<file path="src/hw/rtl/bitc_pkg.sv">
// Shared types, codes and defaults for the BMP icon to tile converter.
package bitc_pkg;

  localparam int ICON_SIDE_DEF     = 32;
  localparam int PALETTE_COUNT_DEF = 16;
  localparam int QUEUE_DEPTH_DEF   = 4;

  // Coordinates are carried at the width of the largest supported icon side.
  localparam int COORD_W = 8;

  localparam logic [1:0] KIND_PALETTE = 2'd0;
  localparam logic [1:0] KIND_TILE    = 2'd1;
  localparam logic [1:0] KIND_STATUS  = 2'd2;

  localparam logic [2:0] ST_OK         = 3'd0;
  localparam logic [2:0] ST_BAD_SIG    = 3'd1;
  localparam logic [2:0] ST_UNSUPPORT  = 3'd2;
  localparam logic [2:0] ST_OFS_IN_HDR = 3'd3;
  localparam logic [2:0] ST_TRUNCATED  = 3'd4;

  localparam logic [1:0] CMD_COLOR  = 2'd0;
  localparam logic [1:0] CMD_TILE   = 2'd1;
  localparam logic [1:0] CMD_STATUS = 2'd2;

  typedef struct packed {
    logic       first_byte;
    logic [7:0] byte_value;
    logic       final_byte;
  } byte_item_t;

  typedef struct packed {
    logic [1:0]  kind;
    logic [8:0]  index;
    logic [14:0] value;
    logic [2:0]  status;
    logic        done_res;
  } res_item_t;

  typedef struct packed {
    logic [1:0]         op;
    logic [3:0]         entry;
    logic [COORD_W-1:0] x;
    logic [COORD_W-1:0] y;
    logic [14:0]        data;
    logic [2:0]         status;
    logic               done;
  } cmd_t;

endpackage

</file>
<file path="src/hw/rtl/bitc_fifo.sv">
// Small register queue between the byte parser and the result formatter.
module bitc_fifo #(
  parameter int WIDTH = 8,
  parameter int DEPTH = 4
) (
  input  logic             clk,
  input  logic             rst,
  input  logic             push,
  input  logic [WIDTH-1:0] wdata,
  input  logic             pop,
  output logic [WIDTH-1:0] rdata,
  output logic             full,
  output logic             empty
);

  localparam int AW = (DEPTH > 1) ? $clog2(DEPTH) : 1;
  localparam int CW = $clog2(DEPTH + 1);

  logic [WIDTH-1:0] slots [DEPTH];
  logic [AW-1:0]    wr_ptr;
  logic [AW-1:0]    rd_ptr;
  logic [CW-1:0]    count;

  assign full  = (count == CW'(DEPTH));
  assign empty = (count == '0);
  assign rdata = slots[rd_ptr];

  always_ff @(posedge clk) begin
    if (push) begin
      slots[wr_ptr] <= wdata;
    end
  end

  always_ff @(posedge clk) begin
    if (rst) begin
      wr_ptr <= '0;
      rd_ptr <= '0;
      count  <= '0;
    end else begin
      if (push) begin
        wr_ptr <= (wr_ptr == AW'(DEPTH - 1)) ? '0 : wr_ptr + AW'(1);
      end
      if (pop) begin
        rd_ptr <= (rd_ptr == AW'(DEPTH - 1)) ? '0 : rd_ptr + AW'(1);
      end
      if (push && !pop) begin
        count <= count + CW'(1);
      end else if (pop && !push) begin
        count <= count - CW'(1);
      end
    end
  end

endmodule

</file>
<file path="src/hw/rtl/bitc_front.sv">
// Byte parser: tracks file position, checks the header and classifies each byte.
module bitc_front #(
  parameter int ICON_SIDE     = bitc_pkg::ICON_SIDE_DEF,
  parameter int PALETTE_COUNT = bitc_pkg::PALETTE_COUNT_DEF
) (
  input  logic                clk,
  input  logic                rst,
  input  logic                take,
  input  bitc_pkg::byte_item_t byte_item,
  output logic                push,
  output bitc_pkg::cmd_t      cmd
);
  import bitc_pkg::*;

  localparam int XW = $clog2(ICON_SIDE);
  localparam logic [XW-1:0] SIDE_M1  = XW'(ICON_SIDE - 1);
  localparam logic [31:0]   SIDE_W   = 32'(ICON_SIDE);
  localparam logic [31:0]   HDR_END  = 32'(54 + 4 * PALETTE_COUNT);
  localparam logic [31:0]   POS_SIG  = 32'h1;
  localparam logic [31:0]   POS_OFS  = 32'hD;
  localparam logic [31:0]   POS_WID  = 32'h15;
  localparam logic [31:0]   POS_HGT  = 32'h19;
  localparam logic [31:0]   POS_BPP  = 32'h1D;
  localparam logic [31:0]   PAL_BASE = 32'h36;
  localparam logic [31:0]   PIX_MIN  = 32'h1E;
  localparam logic [31:0]   POS_MAX  = 32'hFFFF_FFFF;
  localparam logic [7:0]    SIG_B    = 8'h42;
  localparam logic [7:0]    SIG_M    = 8'h4D;
  localparam logic [15:0]   BPP_8    = 16'd8;

  logic [31:0]   pos;
  logic [31:0]   data_ofs;
  logic [31:0]   hdr_word;
  logic          top_down;
  logic [9:0]    partial;
  logic [3:0]    held;
  logic          finished;
  logic          format_ok;
  logic          pix_run;
  logic [XW-1:0] xcnt;
  logic [XW-1:0] ycnt;

  logic [31:0]   pos_c, ofs_c, hw_c;
  logic          top_c, fin_c, fmt_c, run_c;
  logic [9:0]    partial_c;
  logic [3:0]    held_c;
  logic [XW-1:0] x_c, y_c;

  logic [31:0]   pos_next, data_ofs_next, hdr_word_next, mag;
  logic          top_down_next, finished_next, format_ok_next, pix_run_next;
  logic [9:0]    partial_next;
  logic [3:0]    held_next;
  logic [XW-1:0] xcnt_next, ycnt_next, ydst;
  logic [5:0]    rel;
  logic          pal_hit, pix_now, has_res, done;
  logic [7:0]    b;
  cmd_t          res;

  always_comb begin
    b = byte_item.byte_value;

    // A first byte restarts the parse from the reset state before decoding.
    pos_c     = byte_item.first_byte ? '0 : pos;
    ofs_c     = byte_item.first_byte ? '0 : data_ofs;
    hw_c      = byte_item.first_byte ? '0 : hdr_word;
    top_c     = byte_item.first_byte ? 1'b0 : top_down;
    partial_c = byte_item.first_byte ? '0 : partial;
    held_c    = byte_item.first_byte ? '0 : held;
    fin_c     = byte_item.first_byte ? 1'b0 : finished;
    fmt_c     = byte_item.first_byte ? 1'b0 : format_ok;
    run_c     = byte_item.first_byte ? 1'b0 : pix_run;
    x_c       = byte_item.first_byte ? '0 : xcnt;
    y_c       = byte_item.first_byte ? '0 : ycnt;

    hdr_word_next = {b, hw_c[31:8]};
    data_ofs_next = ofs_c;
    top_down_next = top_c;
    format_ok_next = fmt_c;
    partial_next  = partial_c;
    held_next     = held_c;
    xcnt_next     = x_c;
    ycnt_next     = y_c;
    mag           = hdr_word_next;
    rel           = pos_c[5:0] - PAL_BASE[5:0];
    pal_hit       = (pos_c >= PAL_BASE) && (pos_c < HDR_END);
    ydst          = top_c ? y_c : (SIDE_M1 - y_c);
    has_res       = 1'b0;
    done          = 1'b0;

    res        = '0;
    res.op     = CMD_STATUS;
    res.status = ST_OK;

    if (pos_c == POS_SIG) begin
      if (hdr_word_next[23:16] != SIG_B || b != SIG_M) begin
        has_res    = 1'b1;
        done       = 1'b1;
        res.status = ST_BAD_SIG;
      end
    end else if (pos_c == POS_OFS) begin
      data_ofs_next = hdr_word_next;
    end else if (pos_c == POS_WID) begin
      format_ok_next = (hdr_word_next == SIDE_W);
    end else if (pos_c == POS_HGT) begin
      top_down_next = hdr_word_next[31];
      if (hdr_word_next[31]) begin
        mag = 32'd0 - hdr_word_next;
      end
      if (mag != SIDE_W) begin
        format_ok_next = 1'b0;
      end
    end else if (pos_c == POS_BPP) begin
      if (!fmt_c || hdr_word_next[31:16] != BPP_8) begin
        has_res    = 1'b1;
        done       = 1'b1;
        res.status = ST_UNSUPPORT;
      end else if (ofs_c < HDR_END) begin
        has_res    = 1'b1;
        done       = 1'b1;
        res.status = ST_OFS_IN_HDR;
      end
    end else if (pal_hit) begin
      case (rel[1:0])
        2'd0: partial_next = {b[7:3], 5'd0};
        2'd1: partial_next = {partial_c[9:5], b[7:3]};
        2'd2: begin
          has_res   = 1'b1;
          res.op    = CMD_COLOR;
          res.entry = rel[5:2];
          res.data  = {partial_c, b[7:3]};
        end
        default: ;
      endcase
    end

    // Pixel data runs from the data offset on; the offset is past the palette
    // once the header checks pass, so no header result competes with it.
    pix_now = run_c || ((pos_c == ofs_c) && (pos_c >= PIX_MIN));
    pix_run_next = pix_now;
    if (pix_now && !has_res) begin
      if (!x_c[0]) begin
        held_next = b[3:0];
      end else begin
        has_res  = 1'b1;
        res.op   = CMD_TILE;
        res.x    = COORD_W'(x_c);
        res.y    = COORD_W'(ydst);
        res.data = {7'd0, b[3:0], held_c};
        if (x_c == SIDE_M1 && y_c == SIDE_M1) begin
          done = 1'b1;
        end
      end
      // The pixel counters follow the position, which stops at its maximum.
      if (pos_c != POS_MAX) begin
        if (x_c == SIDE_M1) begin
          xcnt_next = '0;
          ycnt_next = y_c + XW'(1);
        end else begin
          xcnt_next = x_c + XW'(1);
        end
      end
    end

    if (!done && byte_item.final_byte) begin
      has_res    = 1'b1;
      done       = 1'b1;
      res        = '0;
      res.op     = CMD_STATUS;
      res.status = ST_TRUNCATED;
    end

    res.done      = done;
    pos_next      = (pos_c == POS_MAX) ? pos_c : pos_c + 32'd1;
    finished_next = done ? 1'b1 : fin_c;
  end

  assign push = take && !fin_c && has_res;
  assign cmd  = res;

  always_ff @(posedge clk) begin
    if (rst) begin
      pos       <= '0;
      data_ofs  <= '0;
      hdr_word  <= '0;
      top_down  <= 1'b0;
      partial   <= '0;
      held      <= '0;
      finished  <= 1'b1;
      format_ok <= 1'b0;
      pix_run   <= 1'b0;
      xcnt      <= '0;
      ycnt      <= '0;
    end else if (take && !fin_c) begin
      pos       <= pos_next;
      data_ofs  <= data_ofs_next;
      hdr_word  <= hdr_word_next;
      top_down  <= top_down_next;
      partial   <= partial_next;
      held      <= held_next;
      finished  <= finished_next;
      format_ok <= format_ok_next;
      pix_run   <= pix_run_next;
      xcnt      <= xcnt_next;
      ycnt      <= ycnt_next;
    end
  end

endmodule

</file>
<file path="src/hw/rtl/bitc_back.sv">
// Result formatter: turns queued commands into result items in an output register.
module bitc_back #(
  parameter int ICON_SIDE = bitc_pkg::ICON_SIDE_DEF
) (
  input  logic                clk,
  input  logic                rst,
  input  logic                head_valid,
  input  bitc_pkg::cmd_t      head,
  output logic                pop,
  output logic                res_valid,
  input  logic                res_ready,
  output bitc_pkg::res_item_t res_item
);
  import bitc_pkg::*;

  localparam int TILES_ROW = ICON_SIDE >> 3;

  // Only the low tile bits reach the 9-bit index.
  logic [3:0]  tile;
  res_item_t   fmt;

  always_comb begin
    tile = 4'(16'(head.y[COORD_W-1:3]) * 16'(TILES_ROW) + 16'(head.x[COORD_W-1:3]));
    fmt  = '0;
    unique case (head.op)
      CMD_COLOR: begin
        fmt.kind  = KIND_PALETTE;
        fmt.index = 9'(head.entry);
        fmt.value = head.data;
      end
      CMD_TILE: begin
        // 32 bytes per tile, 4 bytes per tile row, two pixels per byte.
        fmt.kind  = KIND_TILE;
        fmt.index = {tile, head.y[2:0], head.x[2:1]};
        fmt.value = head.data;
      end
      CMD_STATUS: begin
        fmt.kind = KIND_STATUS;
      end
      default: begin
        fmt.kind = KIND_STATUS;
      end
    endcase
    fmt.status   = head.status;
    fmt.done_res = head.done;
  end

  assign pop = head_valid && (!res_valid || res_ready);

  always_ff @(posedge clk) begin
    if (rst) begin
      res_valid <= 1'b0;
    end else if (pop) begin
      res_valid <= 1'b1;
    end else if (res_ready) begin
      res_valid <= 1'b0;
    end
  end

  always_ff @(posedge clk) begin
    if (pop) begin
      res_item <= fmt;
    end
  end

endmodule

</file>
<file path="src/hw/rtl/bmp_icon_to_tile_converter.sv">
// Top level of the BMP icon to 4 bpp tile converter: parser, queue and formatter.
// A result passes from the parser through the queue into the output register and transfers when res_ready is high.
// Throughput: one byte per cycle unless the queue is full, set by the combinational position decode in the parser.
// Bytes that cause no result still pass through the parser; input stalls only while the queue is full.
// Reset (rst, synchronous): queue and output empty, parser idle until a first byte.
module bmp_icon_to_tile_converter #(
  parameter int ICON_SIDE     = bitc_pkg::ICON_SIDE_DEF,
  parameter int PALETTE_COUNT = bitc_pkg::PALETTE_COUNT_DEF,
  parameter int QUEUE_DEPTH   = bitc_pkg::QUEUE_DEPTH_DEF
) (
  input  logic                 clk,
  input  logic                 rst,
  input  logic                 byte_valid,
  output logic                 byte_ready,
  input  bitc_pkg::byte_item_t byte_item,
  output logic                 res_valid,
  input  logic                 res_ready,
  output bitc_pkg::res_item_t  res_item
);
  import bitc_pkg::*;

  logic q_push, q_pop, q_full, q_empty, take;
  cmd_t q_wdata, q_rdata;

  assign byte_ready = !q_full;
  assign take       = byte_valid && byte_ready;

  bitc_front #(
    .ICON_SIDE    (ICON_SIDE),
    .PALETTE_COUNT(PALETTE_COUNT)
  ) u_front (
    .clk      (clk),
    .rst      (rst),
    .take     (take),
    .byte_item(byte_item),
    .push     (q_push),
    .cmd      (q_wdata)
  );

  bitc_fifo #(
    .WIDTH($bits(cmd_t)),
    .DEPTH(QUEUE_DEPTH)
  ) u_queue (
    .clk  (clk),
    .rst  (rst),
    .push (q_push),
    .wdata(q_wdata),
    .pop  (q_pop),
    .rdata(q_rdata),
    .full (q_full),
    .empty(q_empty)
  );

  bitc_back #(
    .ICON_SIDE(ICON_SIDE)
  ) u_back (
    .clk       (clk),
    .rst       (rst),
    .head_valid(!q_empty),
    .head      (q_rdata),
    .pop       (q_pop),
    .res_valid (res_valid),
    .res_ready (res_ready),
    .res_item  (res_item)
  );

  a_no_overflow: assert property (@(posedge clk) disable iff (rst)
    q_push |-> !q_full)
    else $error("command queue written while full");

  a_pop_nonempty: assert property (@(posedge clk) disable iff (rst)
    q_pop |-> !q_empty)
    else $error("command queue read while empty");

  a_status_on_done: assert property (@(posedge clk) disable iff (rst)
    (res_valid && !res_item.done_res) |-> (res_item.status == ST_OK))
    else $error("error status on a result that does not end the file");

  a_status_kind_done: assert property (@(posedge clk) disable iff (rst)
    (res_valid && res_item.kind == KIND_STATUS) |-> res_item.done_res)
    else $error("status-only result without the done flag");

endmodule

</file>
<file path="config.mk">
export PLATFORM = sky130hd
export DESIGN_NAME = bmp_icon_to_tile_converter
export DESIGN_NICKNAME = d
export VERILOG_FILES = /design/src/hw/rtl/bitc_pkg.sv /design/src/hw/rtl/bitc_fifo.sv /design/src/hw/rtl/bitc_front.sv /design/src/hw/rtl/bitc_back.sv /design/src/hw/rtl/bmp_icon_to_tile_converter.sv
export SDC_FILE = /design/constraint.sdc
export NUM_CORES = 1
export LEC_CHECK = 0
export BUFFER_PORTS_ARGS = -buffer_cell sky130_fd_sc_hd__buf_2
export CELL_PAD_IN_SITES_DETAIL_PLACEMENT = 1
export CELL_PAD_IN_SITES_GLOBAL_PLACEMENT = 1
export CORE_ASPECT_RATIO = 0.6
export CORE_UTILIZATION = 40
export CTS_CLUSTER_SIZE = 20
export DETAILED_ROUTE_END_ITERATION = 16
export PLACE_DENSITY_LB_ADDON = 0.05
export SLEW_MARGIN = 25
export SYNTH_ARGS = -nofsm -noshare
export SYNTH_HDL_FRONTEND = slang
export SYNTH_SLANG_ARGS = --single-unit
</file>
<file path="constraint.sdc">
create_clock -name clk -period 5.7 [get_ports clk]
set_input_delay 1.14 -clock clk [delete_from_list [all_inputs] [get_ports clk]]
set_output_delay 1.14 -clock clk [all_outputs]
set_load 0.01 [all_outputs]
</file>
==> reports/qor.yml, run 1 <==
sta:
  hold_viol: 0
  drv_slew: 0
  rsz0062_at_grt: "false"
  finalSetupTns_ns: 0
  fin_crit_ns: 4.33
  fin_hold_ws_ns: 0.454
  fin_crit_sh_pct: 76.0
  setup_viol: 0
  clock_skew_ns: 0.0139
  setup_ws_ns: 1.37
  clock.fmax_ghz: 0.231
  slew_headroom_pct: 37.0
  worst_pin_slew_ns: 0.936
critical_path:
  arrival_ns: 4.64
  rrSetupSlack_ns: 1.59
  cp-end-kind: "flop"
  setup.worst_path.start_class: "input port"
  worst-path-max-fanout: 20
  path_class: "input port to flop"
  worstPathRequired_ns: 6.01
synth:
  avgSynthCellArea_um2: 10.7
  yosys.area_share.simple_pct: 18.2
  synth_fa_ha_area_share_pct: 1.58
  ys_async_sr_fraction_pct: 0
  synthMuxAreaShare_pct: 6.22
  synth_xor_area_share_pct: 4.21
  yosys_most_used_dff: "edfxtp_1"
  synth_top_area_share_pct: 35.8
  synth_enable_flop_cells: 166
  synthCells: 1305
  syn_nets: 1336
  synth_top_family_by_area: "simple AND/OR/NAND/NOR gates"
  synth-compound-area-share_pct: 12.1
  synthTopCellsByCount: "edfxtp_1 (166), nor2_1 (139), dfxtp_1 (126), nand2_1 (118), clkbuf_1 (85)"
  yosysUniqueCellTypes: 76
  synth_area_leader_cell: "edfxtp_1"
  synth_area_leaders: "edfxtp_1 (36%), dfxtp_1 (18%), mux4_2 (5.5%), nor2_1 (3.7%), nand2_1 (3.2%)"
  syn_area_um2: 13900
  ys_warn_count: 0
  yosys.cell_count.top_type: "edfxtp_1"
  ys_seq_area_share_pct: 53.9
  synth_seq_cells: 292
clock_tree:
  htreeDepth: 1
  cts_setup_buffers: 0
  cts.hold.buffers_added: 0
  ctsResizeCount: 0
  clock_sinks: 292
  numCtsBuffers: 29
  cts_tree: "built"
  cts_buffer_depth: 3
  clk_pin_slew_worst_paths_ns: 0.07
  cts-root-buf: "clkbuf_16"
  clock_latency_ns: 0.58
detailed_routing:
  wl_per_cell_um: 24.1
  ant_nets: 0
  routed_wl_mm: 43.0
  vias_per_cell: 5.94
  drc: 0
  num_vias: 10600
  first_pass_iters: 5
  detail_route.iter0.violations: 918
run:
  cap_violations: 0
place:
  dpl_cell_area_um2: 14600
  post-place-ws_ns: 0.794
  dp.cells: 1733
  dp_hpwl_mm: 30.2
  gp_congestion: 0.874
  portBuffers: 45
die:
  die_w_um: 243
  fp.dieH_um: 147
  num_io_pins: 46
  rows: 52
  dieArea_um2: 35600
  initial_core_util_pct: 41.0
  core_um2: 34000
power_and_ir_drop:
  p_leak_nw: 5.33
  comb_power_share_pct: 19.0
  net-switching-power_mw: 1.57
  seq_power_share_pct: 45.7
  vdd_drop_max_mv: 0.302
  power_per_cell_area_nw_per_um2: 358
  p_sw_share_pct: 28.2
  power.internal_mw: 4.00
  p_clk_share_pct: 35.3
final_layout:
  instances_no_fill: 1785
  antennaDiodeCount: 0
  fin_area_um2: 15500
  regArea_um2: 7510
  nets: 1336
  drive_gt1_share_pct: 13.3
  syn2layout_area_growth_pct: 11.4
  multiInputGateArea_um2: 5930
  fillCellCount: 3675
grt:
  antenna_found_initial: 1
  grt_max_degree: 76
  grt_remaining_overflow: 0
  grt_pass1_wl_mm: 66.4
  grt_usage_pct: 24.4
  grt_pass1_vias: 10400
min_path:
  hold_class: "flop to flop"
status:
  status: "complete, no violations"
-- metrics by stage --
stage | utilization [%] | power, mW
CTS | 45.7 | 5.63
global route | 45.7 | 5.80
global placement | 42.9 | 3.65
finish | 45.7 | 5.56
floorplan | - | 3.28
detailed placement | 42.9 | 3.66
-- registers in the layout (all words and copies together), names as in the netlist, named ones only --
register,cells
u_front.pix_run,1
u_queue.count,3
u_back.res_item,30
u_front.pos,32
u_front.data_ofs,32
u_front.format_ok,1
u_queue.rd_ptr,2
u_front.ycnt,5
u_front.held,4
u_queue.slots,136
u_queue.wr_ptr,2
u_front.hdr_word,24
u_front.xcnt,5
u_front.partial,10
u_back.res_valid,1
u_front.finished,1
u_front.top_down,1
-- logic make-up after synthesis --
group                      Yosys count
AOI/OAI and AO/OA                  249
buffers and inverters              134
and+or+nand+nor                    502
adders and majority gates           17
muxes                               44
DFF                                292
xor gates and xnor gates            67
-- worst max-delay path, cell delays in order --
cell and delay (ns):
buf_2 0.12, buf_4 0.21, nor2b_1 0.21, ha_1 0.25, nor2b_1 0.15, o211a_1 0.14
o21ai_0 0.11, nor4_1 0.60, and2_1 0.49, nor3_1 0.12, buf_4 0.21, and3_1 0.47
a22o_1 0.40
-- per-layer routing --
metal / vias up / wire [um] / track usage (%)
li1: 4815 / - / -
met5: - / 0 / 0
met2: 297 / 17100 / 32.7
met1: 5464 / 22500 / 39.7
met4: 0 / 500 / 4.06
met3: 33 / 2920 / 5.15
-- cells in the final DEF, fill, tap and decap left out, types with 6 or more instances in the layout --
| master | netlist | routed |
|---|---|---|
| edfxtp_1 | 166 | 166 |
| a22o_1 | 9 | 9 |
| clkbuf_16 | 0 | 29 |
| nor2_1 | 139 | 139 |
| nor4_1 | 34 | 34 |
| o211ai_1 | 8 | 8 |
| dfxtp_1 | 126 | 125 |
| and2_1 | 11 | 11 |
| a21oi_1 | 68 | 65 |
| buf_2 | 6 | 44 |
| xnor2_1 | 25 | 25 |
| mux4_2 | 34 | 34 |
| or4_1 | 9 | 9 |
| nand3_1 | 28 | 27 |
| and3_1 | 26 | 22 |
| a31oi_1 | 16 | 16 |
| buf_4 | 0 | 30 |
| mux2i_1 | 9 | 9 |
| xor2_1 | 42 | 42 |
| a22oi_1 | 49 | 49 |
| or3_1 | 11 | 11 |
| ha_1 | 16 | 16 |
| nor2b_1 | 41 | 41 |
| nand4_1 | 28 | 28 |
| nand2b_1 | 6 | 6 |
| o21ai_0 | 32 | 32 |
| nor3_1 | 21 | 21 |
| nand2_1 | 118 | 118 |
| inv_1 | 28 | 28 |
| a21o_1 | 9 | 9 |
-- worst paths after layout --
kind / cells past startpoint / endpoint / from
max reg2reg: 11 / u_queue.slots[0][6] / u_front.pos[2]
min reg2reg: 2 / u_front.partial[3] / u_front.partial[3]
min: 2 / u_front.partial[3] / u_front.partial[3]
max: 13 / u_queue.slots[0][6] / byte_item[9]
-- area by class of cell --
type | count | area share (%)
clock buffers | 34 | 4.80
clock inverters | 18 | 1.35
inverters | 29 | 0.701
multi-input cells | 879 | 38.2
flip-flops and latches | 292 | 48.4
well taps | 459 | 3.70
repair buffers | 74 | 2.87
-- power groups by stage --
stage	combinational, mW	sequential, mW	clock, mW
final	1.06	2.54	1.96
after detailed placement	1.07	2.59	0
after floorplan	0.681	2.60	0
after global routing	1.15	2.57	2.08
after CTS	1.07	2.55	2.01
after global placement	1.06	2.59	0
Power figures use the tool's default switching activity.
==> inputs of run 2 (changes only) <==
clock period = 4.2 ns   (was 5.7 ns; I/O delays follow)
==> run 2 against run 1 <==
Effect of this change:
- combinational power up 36%
- global-route usage up 0.16 points
- final area up 1.5%
- die area unchanged
- worst hold slack worse by 0.0040 ns
- non-clock buffer count up 37
- power up 34%
- sequential power up 37%
- via count up 0.57%
- clock skew down 0.0021 ns
- first-iteration DRC count down 11%
- largest cell class unchanged
- largest power group unchanged
- highest routed layer unchanged
==> reports/qor.yml, run 2 (same netlist as run 1, synthesis figures left out) <==
critical_path:
  reg2regPathDepth: 13  # +2
  critPathMaxStageDelay_ns: 0.45  # -0.15 ns
  timing.rr.end: "u_queue.count[2]"
  worst-path-max-fanout: 4  # -80%
  arrival_ns: 4.24  # -0.40 ns
  worstPathRequired_ns: 4.69  # -1.32 ns
  endpoint: "u_queue.count[2]"
  path_buf_inv: 1  # -2
  path_class: "flop to flop"
  rr_startpoint: "u_front.pos[8]"
  cp_common_cell: "or3_1"
  rrSetupSlack_ns: 0.45  # -1.14 ns
  setup.worst_path.start_class: "flop"
  crit_start: "u_front.pos[8]"
  cp.depth: 13  # unchanged
  path_delay_family: "simple AND/OR/NAND/NOR gates"
  cp_cell_sequence: "nor4_1, nand4_1, or2_2, or3_1, o21a_1, o211a_1, nor2_1, ha_1, inv_1, fa_1, xor2_1, or3_1, a21oi_1"
  cp-end-kind: "flop"
  crit_slowest_cell: "or2_2"
grt:
  grt_pass1_wl_mm: 67.1  # +1.0%
  grt_pass1_vias: 10500  # +0.54%
  grt_max_degree: 73  # -3.9%
  grt_usage_pct: 24.6  # +0.16 points
  grt_remaining_overflow: 0  # unchanged
  antenna_found_initial: 0  # -1
die:
  rows: 52  # unchanged
  num_io_pins: 46  # unchanged
  core_um2: 34000  # unchanged
  initial_core_util_pct: 41.0  # unchanged
  fp.dieH_um: 147  # unchanged
  dieArea_um2: 35600  # unchanged
  die_w_um: 243  # unchanged
sta:
  fin_crit_ns: 3.75
  drv_slew: 0  # unchanged
  finalSetupTns_ns: 0  # unchanged
  clock_skew_ns: 0.0119  # -0.00205 ns
  hold_viol: 0  # unchanged
  worst_pin_slew_ns: 0.988  # +0.0517 ns
  clock.fmax_ghz: 0.266
  slew_headroom_pct: 34.1  # -2.9 points
  fin_crit_sh_pct: 89.3
  setup_viol: 0  # unchanged
  rsz0062_at_grt: "false"
final_layout:
  fillCellCount: 3680  # +0.14%
  syn2layout_area_growth_pct: 13.1
  largestRegisters: "u_queue.slots: 136 flops, u_front.data_ofs: 32 flops, u_front.pos: 32 flops"
  final_common_cell: "edfxtp_1"
  fin_area_um2: 15800  # +1.5%
  mostFrequentLayoutCells: "edfxtp_1 (166), nor2_1 (139), dfxtp_1 (125)"
  regMostFlops: "u_queue.slots"
  antennaDiodeCount: 0  # unchanged
  largest_reg_flops: 136  # unchanged
  drive_gt1_share_pct: 15.3  # +1.9 points
  nets: 1372  # +2.7%
detailed_routing:
  highest_layer: "met4"
  ant_nets: 0  # unchanged
  wl_met2_mm: 17.0  # -0.12%
  vias_per_cell: 5.86  # -1.5%
  first_pass_iters: 5  # unchanged
  drc: 0  # unchanged
  detail_route.iter0.violations: 813  # -11%
  wl_per_cell_um: 23.8  # -1.2%
  wl_met1_mm: 22.5  # -0.26%
  met3WireLength_mm: 3.23  # +11%
  routed_wl_mm: 43.3  # +0.81%
  num_vias: 10700  # +0.57%
min_path:
  hold_class: "flop to flop"
power_and_ir_drop:
  power_per_cell_area_nw_per_um2: 474  # +32%
  p_clk_share_pct: 34.2  # -1.1 points
  vdd_drop_max_mv: 0.352  # +17%
  seq_power_share_pct: 46.5  # +0.8 points
  net-switching-power_mw: 2.07  # +32%
  p_sw_share_pct: 27.7  # -0.44 points
  finalPower_mw: 7.47  # +34%
  power.internal_mw: 5.40  # +35%
  comb_power_share_pct: 19.3  # +0.3 points
  p_leak_nw: 5.51  # +3.5%
place:
  dpl_cell_area_um2: 14800  # +1.9%
  gp_congestion: 0.885  # +1.2%
  dp_hpwl_mm: 30.3  # +0.34%
  portBuffers: 45  # unchanged
clock_tree:
  cts_setup_buffers: 0  # unchanged
  cts_buffer_depth: 3  # unchanged
  clock_latency_ns: 0.56  # -0.02 ns
  cts_tree: "built"
  cts-root-buf: "clkbuf_16"
  htreeDepth: 1  # unchanged
  ctsResizeCount: 0  # unchanged
  clk_pin_slew_worst_paths_ns: 0.06  # about the same
  clock_sinks: 292  # unchanged
  numCtsBuffers: 28  # -3.4%
  cts.hold.buffers_added: 0  # unchanged
run:
  cap_violations: 0  # unchanged
status:
  status: "complete, no violations"
run 2: changes by cell type in the layout (fill, tap and decap cells not counted), moves of 2 or more:
| cell | change |
|---|---|
| clkinvlp_2 | -2 |
| clkbuf_1 | +7 |
| buf_4 | +37 |
| bufinv_16 | -2 |
| clkinvlp_4 | -4 |
| clkbuf_8 | +4 |
run 2: final cells by class:
class	instances	area, um2	area share, %
Sequential cell	292	7510	47.7
Tap cell	459	574	3.65
Multi-Input combinational cell	879	5930	37.6
Timing Repair Buffer	111	723	4.59
Clock buffer	46	831	5.27
Clock inverter	6	77.6	0.492
Inverter	29	109	0.691
run 2: how the worst min path moves through the flow:
stage | from | to | slack, ns | cells after the start
final | u_front.xcnt[1] | u_front.xcnt[1] | 0.45 | 2
after global routing | u_front.xcnt[1] | u_front.xcnt[1] | 0.48 | 2
after CTS | u_front.xcnt[1] | u_front.xcnt[1] | 0.45 | 2
after detailed placement | u_front.xcnt[1] | u_front.xcnt[1] | 0.44 | 2
after global placement | u_front.xcnt[1] | u_front.xcnt[1] | 0.44 | 2
after floorplan | u_front.xcnt[1] | u_front.xcnt[1] | 0.43 | 2
run 2: stage by stage:
step / setup slack, ns / cells / utilization [%] / hold slack [ns]
detailed placement: 0.192 / 1770 / 43.7 / 0.444
CTS: 0.474 / 1822 / 46.4 / 0.453
finish: 0.447 / 1822 / 46.4 / 0.450
global route: 0.219 / 1822 / 46.4 / 0.482
floorplan: 0.102 / 1305 / - / 0.427
global placement: 0.222 / 1770 / 43.7 / 0.436
run 2: routing by layer:
metal  global-route usage (%)  vias up
met5                        0        -
met3                     4.41       44
met2                     32.4      343
li1                         -     4894
met1                     40.9     5388
met4                     4.12        0
run 2: worst min-delay path, stage by stage (launching register included):
cell	delay [ns]
dfxtp_1	0.31
nand2_1	0.05
a21oi_1	0.05
run 2: power by group through the flow:
| stage | logic, mW | registers (mW) | clock network, mW |
|---|---|---|---|
| after global routing | 1.57 | 3.51 | 2.71 |
| final | 1.44 | 3.47 | 2.55 |
| after floorplan | 0.924 | 3.53 | 0 |
| after global placement | 1.45 | 3.54 | 0 |
| after CTS | 1.47 | 3.48 | 2.61 |
| after detailed placement | 1.46 | 3.54 | 0 |
==> inputs of run 3 (changes only) <==
CORE_ASPECT_RATIO = 1.5   (was 0.6)
PLACE_DENSITY = 0.72   (was unset)
PLACE_DENSITY_LB_ADDON = unset   (was 0.05)
==> run 3 against run 2 <==
Effect of this change:
- worst hold slack better by 0.0098 ns
- final area is 0.95% lower
- count of clock-buffer cells in the layout is 10 lower
- first-iteration DRC count fell by 21%
- flip-flop and latch count stayed put
- critical endpoint unchanged
- largest cell class unchanged
- highest routed layer unchanged
==> reports/qor.yml, run 3 (same netlist as run 1, synthesis figures left out) <==
status:
  status: "complete, no violations"
die:
  fp.dieH_um: 231  # +57%
  die_w_um: 154  # -36%
  num_io_pins: 46  # unchanged
  rows: 83  # +60%
  dieArea_um2: 35600  # about the same
  initial_core_util_pct: 40.6  # -0.37 points
  core_um2: 34300  # +0.91%
sta:
  hold_viol: 0  # unchanged
  slew_headroom_pct: 35.7  # +1.6 points
  clock.fmax_ghz: 0.268  # +0.50%
  setup_viol: 0  # unchanged
  finalSetupTns_ns: 0  # unchanged
  worst_pin_slew_ns: 0.955  # -0.0329 ns
  rsz0062_at_grt: "false"
  fin_crit_sh_pct: 88.9  # -0.45 points
  clock_skew_ns: 0.0121  # +0.000263 ns
  drv_slew: 0  # unchanged
  fin_crit_ns: 3.73  # -0.0187 ns
critical_path:
  setup.worst_path.start_class: "flop"
  arrival_ns: 4.22  # -0.02 ns
  rr_startpoint: "u_front.pos[25]"
  timing.rr.end: "u_queue.count[2]"
  cp-end-kind: "flop"
  path_class: "flop to flop"
  crit_start: "u_front.pos[25]"
  worstPathRequired_ns: 4.69  # about the same
  reg2regPathDepth: 13  # unchanged
  rrSetupSlack_ns: 0.47  # +0.02 ns
  worst-path-max-fanout: 6  # +2
clock_tree:
  clock_latency_ns: 0.56  # about the same
  cts_tree: "built"
  cts-root-buf: "clkbuf_16"
  cts_setup_buffers: 0  # unchanged
  clk_pin_slew_worst_paths_ns: 0.07  # about the same
  cts.hold.buffers_added: 0  # unchanged
  clock_sinks: 292  # unchanged
  cts_buffer_depth: 3  # unchanged
  numCtsBuffers: 29  # +3.6%
  ctsResizeCount: 0  # unchanged
  htreeDepth: 1  # unchanged
place:
  gp_congestion: 0.858  # -3.0%
  portBuffers: 45  # unchanged
  dp_hpwl_mm: 28.1  # -7.2%
grt:
  grt_max_degree: 80  # +9.6%
  grt_remaining_overflow: 0  # unchanged
  grt_pass1_wl_mm: 63.0  # -6.1%
  grt_pass1_vias: 11000  # +5.4%
  grt_usage_pct: 22.9  # -1.7 points
  antenna_found_initial: 0  # unchanged
detailed_routing:
  ant_nets: 0  # unchanged
  drc: 0  # unchanged
  wl_per_cell_um: 22.6  # -5.1%
  first_pass_iters: 7  # +2
  routed_wl_mm: 39.9  # -7.8%
  num_vias: 10400  # -2.4%
  vias_per_cell: 5.89  # +0.54%
  detail_route.iter0.violations: 639  # -21%
final_layout:
  final_common_cell: "edfxtp_1"
  drive_gt1_share_pct: 14.0  # -1.3 points
  syn2layout_area_growth_pct: 12.0
  nets: 1353  # -1.4%
  antennaDiodeCount: 0  # unchanged
  largestRegisters: "u_queue.slots: 136 flops, u_front.data_ofs: 32 flops, u_front.pos: 32 flops"
  largest_reg_flops: 136  # unchanged
  mostFrequentLayoutCells: "edfxtp_1 (166), nor2_1 (139), dfxtp_1 (125)"
  regMostFlops: "u_queue.slots"
run:
  cap_violations: 0  # unchanged
min_path:
  hold_depth: 2  # unchanged
  hold_start: "u_front.xcnt[1]"
  hold_class: "flop to flop"
  min_to: "u_front.xcnt[1]"
power_and_ir_drop:
  finalPower_mw: 7.34  # -1.8%
  power_per_cell_area_nw_per_um2: 470  # -0.82%
  vdd_drop_max_mv: 0.291  # -17%
  p_leak_nw: 5.40  # -2.0%
run 3: changes by cell type in the layout (fill, tap and decap cells not counted), moves of 4 or more:
cell / delta
buf_12: +5
and3_2: -4
buf_4: -25
clkbuf_1: -5
clkbuf_8: -4
clkinvlp_4: +6
and3_1: +4
run 3: layout make-up:
class,count,area (um2)
Clock buffer,36,752
Clock inverter,17,141
Fill cell,3754,18700
Inverter,29,109
Multi-Input combinational cell,879,5930
Sequential cell,292,7510
Tap cell,425,532
Timing Repair Buffer,91,636
run 3: metal layers:
metal	routed length (um)	GRT usage (%)	up-vias
met4	1470	9.47	0
li1	-	-	4839
met5	0	0	-
met2	20900	42.6	198
met1	16300	26.4	5299
met3	1250	2.63	79
run 3: worst max-delay path, stage by stage (launching register included):
cell     delay, ns
dfxtp_1       0.39
nor4_1        0.35
nand4_1       0.29
or2_2         0.41
or3_1         0.44
o21a_1        0.24
o211a_1       0.17
nor2_1        0.12
ha_1          0.20
inv_1         0.06
fa_1          0.37
xor2_1        0.18
or3_1         0.31
a21oi_1       0.13
run 3: worst max-delay path by stage:
| stage | end | slack [ns] | cells after the start |
|---|---|---|---|
| 6_report | u_queue.count[2] | 0.47 | 13 |
| 4_1_cts | u_queue.count[2] | 0.46 | 13 |
| 5_1_grt | u_queue.count[2] | 0.23 | 13 |
| 2_1_floorplan | u_front.format_ok | 0.10 | 16 |
| 3_5_place_dp | u_queue.count[2] | 0.25 | 16 |
| 3_3_place_gp | u_front.format_ok | 0.34 | 14 |
run 3: stage by stage:
| stage | setup WS (ns) | area [um2] | hold WS (ns) | std cells | utilization (%) |
|---|---|---|---|---|---|
| 6_report | 0.466 | 15600 | 0.460 | 1769 | 45.5 |
| 5_1_grt | 0.230 | 15600 | 0.481 | 1769 | 45.5 |
| 4_1_cts | 0.460 | 15600 | 0.457 | 1769 | 45.5 |
| 3_5_place_dp | 0.249 | 14700 | 0.446 | 1716 | 42.9 |
| 3_3_place_gp | 0.339 | 14700 | 0.434 | 1716 | 42.9 |
| 2_1_floorplan | 0.102 | 13900 | 0.427 | 1305 | - |
run 3: power by group:
group          leakage, nW  switching [mW]  internal [mW]
clock network        0.414            1.12           1.35
logic                 2.58           0.804          0.603
registers             2.41           0.146           3.31
total                 5.40            2.07           5.26
